[config.mk]
export PLATFORM = sky130hd
export DESIGN_NAME = cell_average_cfar_detector
export DESIGN_NICKNAME = d
export VERILOG_FILES = /design/src/design/cacfar_pkg.sv /design/src/design/cacfar_queue.sv /design/src/design/cacfar_front.sv /design/src/design/cacfar_back.sv /design/src/design/cell_average_cfar_detector.sv
export SDC_FILE = /design/constraint.sdc
export NUM_CORES = 2
export LEC_CHECK = 0
export ABC_CLOCK_PERIOD_IN_PS = 19500
export BUFFER_PORTS_ARGS = -buffer_cell sky130_fd_sc_hd__buf_2
export CAP_MARGIN = 20
export CORE_MARGIN = 2
export CORE_UTILIZATION = 49
export CTS_BUF_LIST = sky130_fd_sc_hd__clkbuf_4 sky130_fd_sc_hd__clkbuf_8
export CTS_CLUSTER_DIAMETER = 30
export DETAILED_ROUTE_END_ITERATION = 8
export PLACE_DENSITY = 0.66
export SKIP_CTS_REPAIR_TIMING = 1
export SYNTH_ARGS = -nofsm -noshare
export SYNTH_HDL_FRONTEND = slang
export SYNTH_HIERARCHICAL = 1
export SYNTH_SLANG_ARGS = --single-unit
[constraint.sdc]
create_clock -name clk -period 19.5 [get_ports clk]
set_input_delay 0.975 -clock clk [delete_from_list [all_inputs] [get_ports clk]]
set_output_delay 0.975 -clock clk [all_outputs]
set_load 0.01 [all_outputs]
[src/design/cacfar_pkg.sv]
package cacfar_pkg;

  localparam int DEF_WINDOW_LEN = 61;
  localparam int DEF_REF_CELLS  = 50;

  localparam int SAMPLE_W    = 16;
  localparam int GAIN_W      = 16;
  localparam int THR_W       = 24;
  localparam int FRAC_BITS   = 8;
  localparam int QUEUE_DEPTH = 4;

  localparam logic [GAIN_W-1:0] GAIN_RESET = 16'd2471;

  // detect, threshold, padded to whole bytes
  localparam int TDATA_W = ((1 + THR_W + 7) / 8) * 8;

  // running sum width for a given number of reference cells
  function automatic int sum_width(input int ref_cells);
    return SAMPLE_W + $clog2(ref_cells + 1);
  endfunction

endpackage

[src/design/cacfar_queue.sv]
module cacfar_queue
  import cacfar_pkg::*;
#(
  parameter int ITEM_W = 8,
  parameter int DEPTH  = QUEUE_DEPTH
) (
  input  logic              clk,
  input  logic              rst,
  input  logic              push_valid,
  output logic              push_ready,
  input  logic [ITEM_W-1:0] push_data,
  output logic              pop_valid,
  input  logic              pop_ready,
  output logic [ITEM_W-1:0] pop_data
);

  localparam int PTR_W = (DEPTH > 1) ? $clog2(DEPTH) : 1;
  localparam int CNT_W = $clog2(DEPTH + 1);

  logic [ITEM_W-1:0] mem [DEPTH];
  logic [PTR_W-1:0]  wr_ptr;
  logic [PTR_W-1:0]  rd_ptr;
  logic [CNT_W-1:0]  count;
  logic              push;
  logic              pop;

  assign push_ready = (count != CNT_W'(DEPTH));
  assign pop_valid  = (count != '0);
  assign pop_data   = mem[rd_ptr];
  assign push       = push_valid && push_ready;
  assign pop        = pop_valid && pop_ready;

  always_ff @(posedge clk) begin
    if (push) begin
      mem[wr_ptr] <= push_data;
    end
  end

  always_ff @(posedge clk) begin
    if (rst) begin
      wr_ptr <= '0;
      rd_ptr <= '0;
      count  <= '0;
    end else begin
      if (push) begin
        wr_ptr <= (wr_ptr == PTR_W'(DEPTH - 1)) ? '0 : wr_ptr + 1'b1;
      end
      if (pop) begin
        rd_ptr <= (rd_ptr == PTR_W'(DEPTH - 1)) ? '0 : rd_ptr + 1'b1;
      end
      if (push && !pop) begin
        count <= count + 1'b1;
      end else if (pop && !push) begin
        count <= count - 1'b1;
      end
    end
  end

endmodule

[src/design/cacfar_front.sv]
module cacfar_front
  import cacfar_pkg::*;
#(
  parameter int WINDOW_LEN = DEF_WINDOW_LEN,
  parameter int REF_CELLS  = DEF_REF_CELLS
) (
  input  logic                                      clk,
  input  logic                                      rst,
  input  logic                                      accept,
  input  logic signed [SAMPLE_W-1:0]                sample,
  output logic signed [sum_width(REF_CELLS)-1:0]    sum_out,
  output logic                                      full_out,
  output logic                                      full
);

  localparam int SUM_W = sum_width(REF_CELLS);
  localparam int IDX_W = $clog2(WINDOW_LEN);
  localparam int CNT_W = $clog2(WINDOW_LEN + 1);

  logic signed [SAMPLE_W-1:0] ring [WINDOW_LEN];
  logic signed [SAMPLE_W-1:0] rd_old;
  logic signed [SAMPLE_W-1:0] rd_enter;
  logic [IDX_W-1:0]           wp;
  logic [IDX_W-1:0]           wp_next;
  logic [IDX_W:0]             enter_sum;
  logic [IDX_W-1:0]           enter_addr;
  logic [CNT_W-1:0]           fill;
  logic signed [SUM_W-1:0]    sum;
  logic signed [SUM_W-1:0]    sum_next;

  assign full = (fill == CNT_W'(WINDOW_LEN));

  always_comb begin
    wp_next = wp;
    if (accept) begin
      wp_next = (wp == IDX_W'(WINDOW_LEN - 1)) ? '0 : wp + 1'b1;
    end
    enter_sum = {1'b0, wp_next} + (IDX_W + 1)'(REF_CELLS);
    if (enter_sum >= (IDX_W + 1)'(WINDOW_LEN)) begin
      enter_addr = IDX_W'(enter_sum - (IDX_W + 1)'(WINDOW_LEN));
    end else begin
      enter_addr = IDX_W'(enter_sum);
    end
  end

  // oldest cell leaves, next joins once full; else first REF_CELLS samples add
  always_comb begin
    sum_next = sum;
    if (full) begin
      sum_next = sum - SUM_W'(rd_old) + SUM_W'(rd_enter);
    end else if ({1'b0, wp} < (IDX_W + 1)'(REF_CELLS)) begin
      sum_next = sum + SUM_W'(sample);
    end
  end

  assign sum_out  = sum_next;
  assign full_out = full || (fill == CNT_W'(WINDOW_LEN - 1));

  // reads target the slots for the next transfer; never the slot being written
  always_ff @(posedge clk) begin
    if (accept) begin
      ring[wp] <= sample;
    end
    rd_old   <= ring[wp_next];
    rd_enter <= ring[enter_addr];
  end

  always_ff @(posedge clk) begin
    if (rst) begin
      wp   <= '0;
      fill <= '0;
      sum  <= '0;
    end else if (accept) begin
      wp  <= wp_next;
      sum <= sum_next;
      if (!full) begin
        fill <= fill + 1'b1;
      end
    end
  end

endmodule

[src/design/cacfar_back.sv]
module cacfar_back
  import cacfar_pkg::*;
#(
  parameter int REF_CELLS = DEF_REF_CELLS
) (
  input  logic                                   clk,
  input  logic                                   rst,
  input  logic [GAIN_W-1:0]                      gain,
  input  logic                                   in_valid,
  output logic                                   in_ready,
  input  logic signed [SAMPLE_W-1:0]             in_sample,
  input  logic signed [sum_width(REF_CELLS)-1:0] in_sum,
  input  logic                                   in_full,
  output logic                                   out_valid,
  input  logic                                   out_ready,
  output logic                                   out_detect,
  output logic signed [THR_W-1:0]                out_threshold,
  output logic                                   out_full
);

  localparam int SUM_W  = sum_width(REF_CELLS);
  localparam int PROD_W = SUM_W + GAIN_W;
  localparam int N_W    = PROD_W - FRAC_BITS;
  localparam int U_W    = N_W - 1;
  localparam logic [U_W:0] RECIP = (U_W + 1)'((64'd1 << U_W) / REF_CELLS);
  localparam logic signed [N_W-1:0] THR_HI = N_W'((64'd1 << (THR_W - 1)) - 1);
  localparam logic signed [N_W-1:0] THR_LO = -THR_HI - N_W'(1);

  logic adv;

  logic                       v1, v2, v3, v4;
  logic signed [SAMPLE_W-1:0] s1, s2, s3, s4;
  logic                       f1, f2, f3, f4;

  logic signed [PROD_W-1:0]   prod1;
  logic signed [N_W-1:0]      n2;
  logic                       neg2c;
  logic [U_W-1:0]             u2c;
  logic [2*U_W:0]             qm2;
  logic [U_W-1:0]             qe2, u2;
  logic                       neg2;
  logic [U_W-1:0]             pq3, qe3, u3;
  logic                       neg3;
  logic [U_W-1:0]             r4;
  logic [U_W-1:0]             q4;
  logic signed [N_W-1:0]      thr4;

  assign adv      = !(out_valid && !out_ready);
  assign in_ready = adv;

  // floor division of a negative value: ~(~n / d)
  always_comb begin
    n2    = prod1[PROD_W-1:FRAC_BITS];
    neg2c = n2[N_W-1];
    u2c   = neg2c ? ~n2[U_W-1:0] : n2[U_W-1:0];
    qm2   = (2*U_W + 1)'(u2c) * (2*U_W + 1)'(RECIP);
    r4    = u3 - pq3;
    q4    = (r4 >= U_W'(REF_CELLS)) ? qe3 + 1'b1 : qe3;
  end

  always_ff @(posedge clk) begin
    if (adv) begin
      s1    <= in_sample;
      f1    <= in_full;
      prod1 <= PROD_W'(in_sum) * PROD_W'($signed({1'b0, gain}));

      s2   <= s1;
      f2   <= f1;
      u2   <= u2c;
      neg2 <= neg2c;
      qe2  <= qm2[U_W +: U_W];

      s3   <= s2;
      f3   <= f2;
      u3   <= u2;
      neg3 <= neg2;
      qe3  <= qe2;
      pq3  <= U_W'(qe2 * U_W'(REF_CELLS));

      s4   <= s3;
      f4   <= f3;
      thr4 <= neg3 ? ~$signed({1'b0, q4}) : $signed({1'b0, q4});

      out_full   <= f4;
      out_detect <= (N_W'(s4) > thr4);
      if (thr4 > THR_HI) begin
        out_threshold <= THR_W'(THR_HI);
      end else if (thr4 < THR_LO) begin
        out_threshold <= THR_W'(THR_LO);
      end else begin
        out_threshold <= THR_W'(thr4);
      end
    end
  end

  always_ff @(posedge clk) begin
    if (rst) begin
      v1        <= 1'b0;
      v2        <= 1'b0;
      v3        <= 1'b0;
      v4        <= 1'b0;
      out_valid <= 1'b0;
    end else if (adv) begin
      v1        <= in_valid;
      v2        <= v1;
      v3        <= v2;
      v4        <= v3;
      out_valid <= v4;
    end
  end

endmodule

[src/design/cell_average_cfar_detector.sv]
// an input transfer is queued, then passes the threshold pipeline to m_tvalid
// throughput: one sample per cycle while the four-entry queue has room; ring and
//   running sum update on accept; threshold math is a five-stage pipeline past the queue
// reset (rst, synchronous): pointers, fill count, running sum, queue and pipeline
//   cleared, gain back to 2471; ring slot values are not used before the window fills
module cell_average_cfar_detector
  import cacfar_pkg::*;
#(
  parameter int WINDOW_LEN = DEF_WINDOW_LEN,
  parameter int REF_CELLS  = DEF_REF_CELLS
) (
  input  logic               clk,
  input  logic               rst,
  input  logic               s_tvalid,
  output logic               s_tready,
  input  logic [15:0]        s_tdata,   // sample
  output logic               m_tvalid,
  input  logic               m_tready,
  output logic [TDATA_W-1:0] m_tdata,   // detect, threshold, zero pad
  output logic               m_tuser,   // window_full
  input  logic               cfg_valid,
  output logic               cfg_ready,
  input  logic [15:0]        cfg_data   // alpha_gain
);

  localparam int SUM_W  = sum_width(REF_CELLS);
  localparam int ITEM_W = SAMPLE_W + SUM_W + 1;

  logic [GAIN_W-1:0]          gain;
  logic                       accept;
  logic signed [SUM_W-1:0]    fr_sum;
  logic                       fr_full_out;
  logic                       fr_full;
  logic                       q_valid;
  logic                       q_ready;
  logic [ITEM_W-1:0]          q_data;
  logic                       out_detect;
  logic signed [THR_W-1:0]    out_threshold;

  assign cfg_ready = 1'b1;
  assign accept    = s_tvalid && s_tready;

  always_ff @(posedge clk) begin
    if (rst) begin
      gain <= GAIN_RESET;
    end else if (cfg_valid) begin
      gain <= cfg_data;
    end
  end

  cacfar_front #(
    .WINDOW_LEN (WINDOW_LEN),
    .REF_CELLS  (REF_CELLS)
  ) u_front (
    .clk      (clk),
    .rst      (rst),
    .accept   (accept),
    .sample   ($signed(s_tdata)),
    .sum_out  (fr_sum),
    .full_out (fr_full_out),
    .full     (fr_full)
  );

  cacfar_queue #(
    .ITEM_W (ITEM_W),
    .DEPTH  (QUEUE_DEPTH)
  ) u_queue (
    .clk        (clk),
    .rst        (rst),
    .push_valid (s_tvalid),
    .push_ready (s_tready),
    .push_data  ({fr_full_out, fr_sum, s_tdata}),
    .pop_valid  (q_valid),
    .pop_ready  (q_ready),
    .pop_data   (q_data)
  );

  cacfar_back #(
    .REF_CELLS (REF_CELLS)
  ) u_back (
    .clk           (clk),
    .rst           (rst),
    .gain          (gain),
    .in_valid      (q_valid),
    .in_ready      (q_ready),
    .in_sample     ($signed(q_data[SAMPLE_W-1:0])),
    .in_sum        ($signed(q_data[SAMPLE_W +: SUM_W])),
    .in_full       (q_data[ITEM_W-1]),
    .out_valid     (m_tvalid),
    .out_ready     (m_tready),
    .out_detect    (out_detect),
    .out_threshold (out_threshold),
    .out_full      (m_tuser)
  );

  assign m_tdata = {(TDATA_W - THR_W - 1)'(0), out_threshold, out_detect};

`ifndef NO_ASSERTIONS
  a_full_sticky: assert property (@(posedge clk) disable iff (rst)
    fr_full |=> fr_full)
    else $error("window fill flag dropped");

  a_out_full_ordered: assert property (@(posedge clk) disable iff (rst)
    m_tvalid && m_tready && m_tuser |=> !m_tvalid || m_tuser)
    else $error("result after a full window reports window not full");

  a_detect_below_max: assert property (@(posedge clk) disable iff (rst)
    m_tvalid && m_tdata[0] |-> $signed(m_tdata[THR_W:1]) < $signed(THR_W'(32767)))
    else $error("detect set with threshold at or above sample range");
`endif

endmodule
==> impl_metrics.yaml <==
die:
  io-pin-count: 73
  die_w_um: 453
  coreArea_mm2: 0.200
  die_y_um: 453
  die_area_mm2: 0.205
  initial_core_util_pct: 49.3
  rows: 164
synthesis:
  synth.area.top_cells: "edfxtp_1, fa_1, ha_1"
  synth_top_area_cell: "edfxtp_1"
  synth_seq_cells: 1509
  avgSynthCellArea_um2: 10.8
  synth_top_area_share_pct: 43.0
  synth.distinct_cells: 104
  yosys_warnings: 6
  synthFlopType: "edfxtp_1"
  async_reset_ff_share_pct: 0
  synth_most_common_cell: "nand2_1"
  synth_enable_flop_cells: 1413
  ys_seq_area_share_pct: 44.9
  ys_top_cells_by_count: "nand2_1, edfxtp_1, inv_1, nand3_1, fa_1"
  postSynthCellCount: 9179
  syn_area_mm2: 0.0987
critical_path:
  startpoint_type: "flop"
  endpoint_kind: "flop"
  critical_path_class: "flop to flop"
  critical_path_arrival_ns: 9.74
  critPathRequiredTime_ns: 20.19
  crit_fanout: 34
sta:
  period_share_pct: 46.4
  fin_skew_ns: 0.150
  rsz0062_at_grt: "no"
  hold_slack_ns: 0.215
  slew_headroom_pct: 12.7
  setup-violations-final: 0
  final-hold-violation-count: 0
  worstMarginPinSlew_ns: 1.30
  fin_crit_ns: 9.05
  finalSetupTns_ns: 0
  fmax_ghz: 0.110
  drv_slew: 0
global_routing:
  antenna_found_initial: 15
  grt_pass1_vias: 72800
  grt_overflow: 0
  grt_usage_pct: 29.2
  grt_pass1_wl_um: 450000
  grt_start_max_net_pins: 197
routing:
  drt_iter0_drc: 9109
  vias: 73724
  wl_per_cell_um: 25.0
  routed_via_density: 6.05
  routed_wl_um: 305000
  drtAntennaViolNets: 0
  drtPass1Iterations: 9
  drcViolationCount: 0
cells_and_area:
  finalNonFillerCells: 12194
  area.growth.synth_to_final_pct: 11.0
  fillers: 17075
  seq_area_mm2: 0.0444
  drive_gt1_share_pct: 11.0
  multiInputGateArea_mm2: 0.0484
  fin_nets: 10503
placed_design:
  dp_hpwl_um: 198000
  globalplace.congestion: 0.972
  io_buffers: 64
  place_inst: 11575
status:
  outcome: "finished clean"
clock_tree:
  numClockSinks: 1509
  cts_max_path_buffers: 4
  cts.clk_slew.worst_paths_ns: 0.06
  htree_levels: 5
  cts_tree: "yes"
  cts_root_buffer: "clkbuf_8"
  cts_buffers: 346
  clock_latency_ns: 1.06
worst_hold_path:
  hold_class: "primary input to flop"
job:
  cap_violations: 0
[kinds of logic after synthesis]
logic type / Yosys count / synth area share (%)
buffers and inverters: 1593 / 6.37
other: 2 / 0.00761
muxes: 279 / 4.30
AOI/OAI and AO/OA: 1108 / 7.87
xor gates and xnor gates: 234 / 2.09
DFF: 1509 / 44.9
and+or+nand+nor: 3259 / 14.5
adders and majority gates: 1195 / 19.9
[sequential cells by signal (all words and copies together) (netlist names), 26 cells and up, named ones only]
signal	flops
u_back/thr4	26
u_back/prod1	30
u_back/u2	28
u_back/pq3	28
u_front/ring	976
u_back/u3	28
u_queue/mem	156
[per-stage QoR]
stage	cell area, um2	setup WS, ns	util, %
floorplan	98700	7.73	-
global placement	102000	10.57	50.9
detailed placement	102000	10.52	50.9
CTS	109000	10.44	54.7
global route	110000	9.81	54.8
finish	110000	10.45	54.8
[critical path, stage by stage, from the launching register on]
cell and delay [ns]:
edfxtp_1 0.32, buf_4 0.47, xor2_1 0.89, inv_1 0.26, nor2_1 0.27, inv_1 0.10, fa_1 0.50, inv_1 0.05
fa_1 0.48, fa_1 0.47, fa_1 0.46, fa_1 0.55, inv_1 0.06, fa_1 0.54, inv_1 0.05, ha_1 0.33
a211oi_1 0.30, nand2_1 0.10, a311oi_1 0.30, a31oi_2 0.20, a311oi_2 0.49, a31o_2 0.33, o311ai_4 0.14, o41ai_2 0.39
o2111a_1 0.35, a21oi_2 0.09, a21oi_1 0.17, xnor2_1 0.07
[layer usage]
layer	global-route usage [%]	part of all wire, %
met2	46.2	46
met4	18.6	7.1
met5	0	0.034
met1	36.4	37
met3	6.53	9.9
[cell usage in the layout (no fill, tap or decap), types with 71 or more instances in the layout]
cell type / instances
a21oi_1: 261
a311oi_1: 186
a31oi_1: 71
and2_1: 141
and3_1: 98
buf_4: 154
clkbuf_8: 368
dfxtp_1: 94
edfxtp_1: 1413
fa_1: 623
ha_1: 571
inv_1: 1093
mux2i_1: 154
mux4_2: 115
nand2_1: 1751
nand3_1: 626
nor2_1: 304
o21ai_0: 123
xnor2_1: 140
xor2_1: 87
[worst paths after layout]
kind / cells past startpoint / to / from / slack, ns
hold / removal: 2 / gain[0] / cfg_data[0] / 0.22
hold reg to reg: 0 / u_back/u3[17] / u_back/u2[17] / 0.40
setup / recovery: 27 / u_back/qe2[23] / u_back/prod1[37] / 10.45
setup reg to reg: 27 / u_back/qe2[23] / u_back/prod1[37] / 10.45
[final cells by class]
type / count / share of cell area, %
Timing Repair Buffer: 236 / 1.64
Multi-Input combinational cell: 6083 / 44.2
Tap cell: 2656 / 3.03
Antenna cell: 5 / 0.0114
Inverter: 1096 / 3.77
Sequential cell: 1509 / 40.5
Clock buffer: 417 / 4.96
Clock inverter: 192 / 1.92
Power is left out: the tool's default activity adds up to more than one toggle a clock period on the data nets, which glitch-free logic cannot reach.
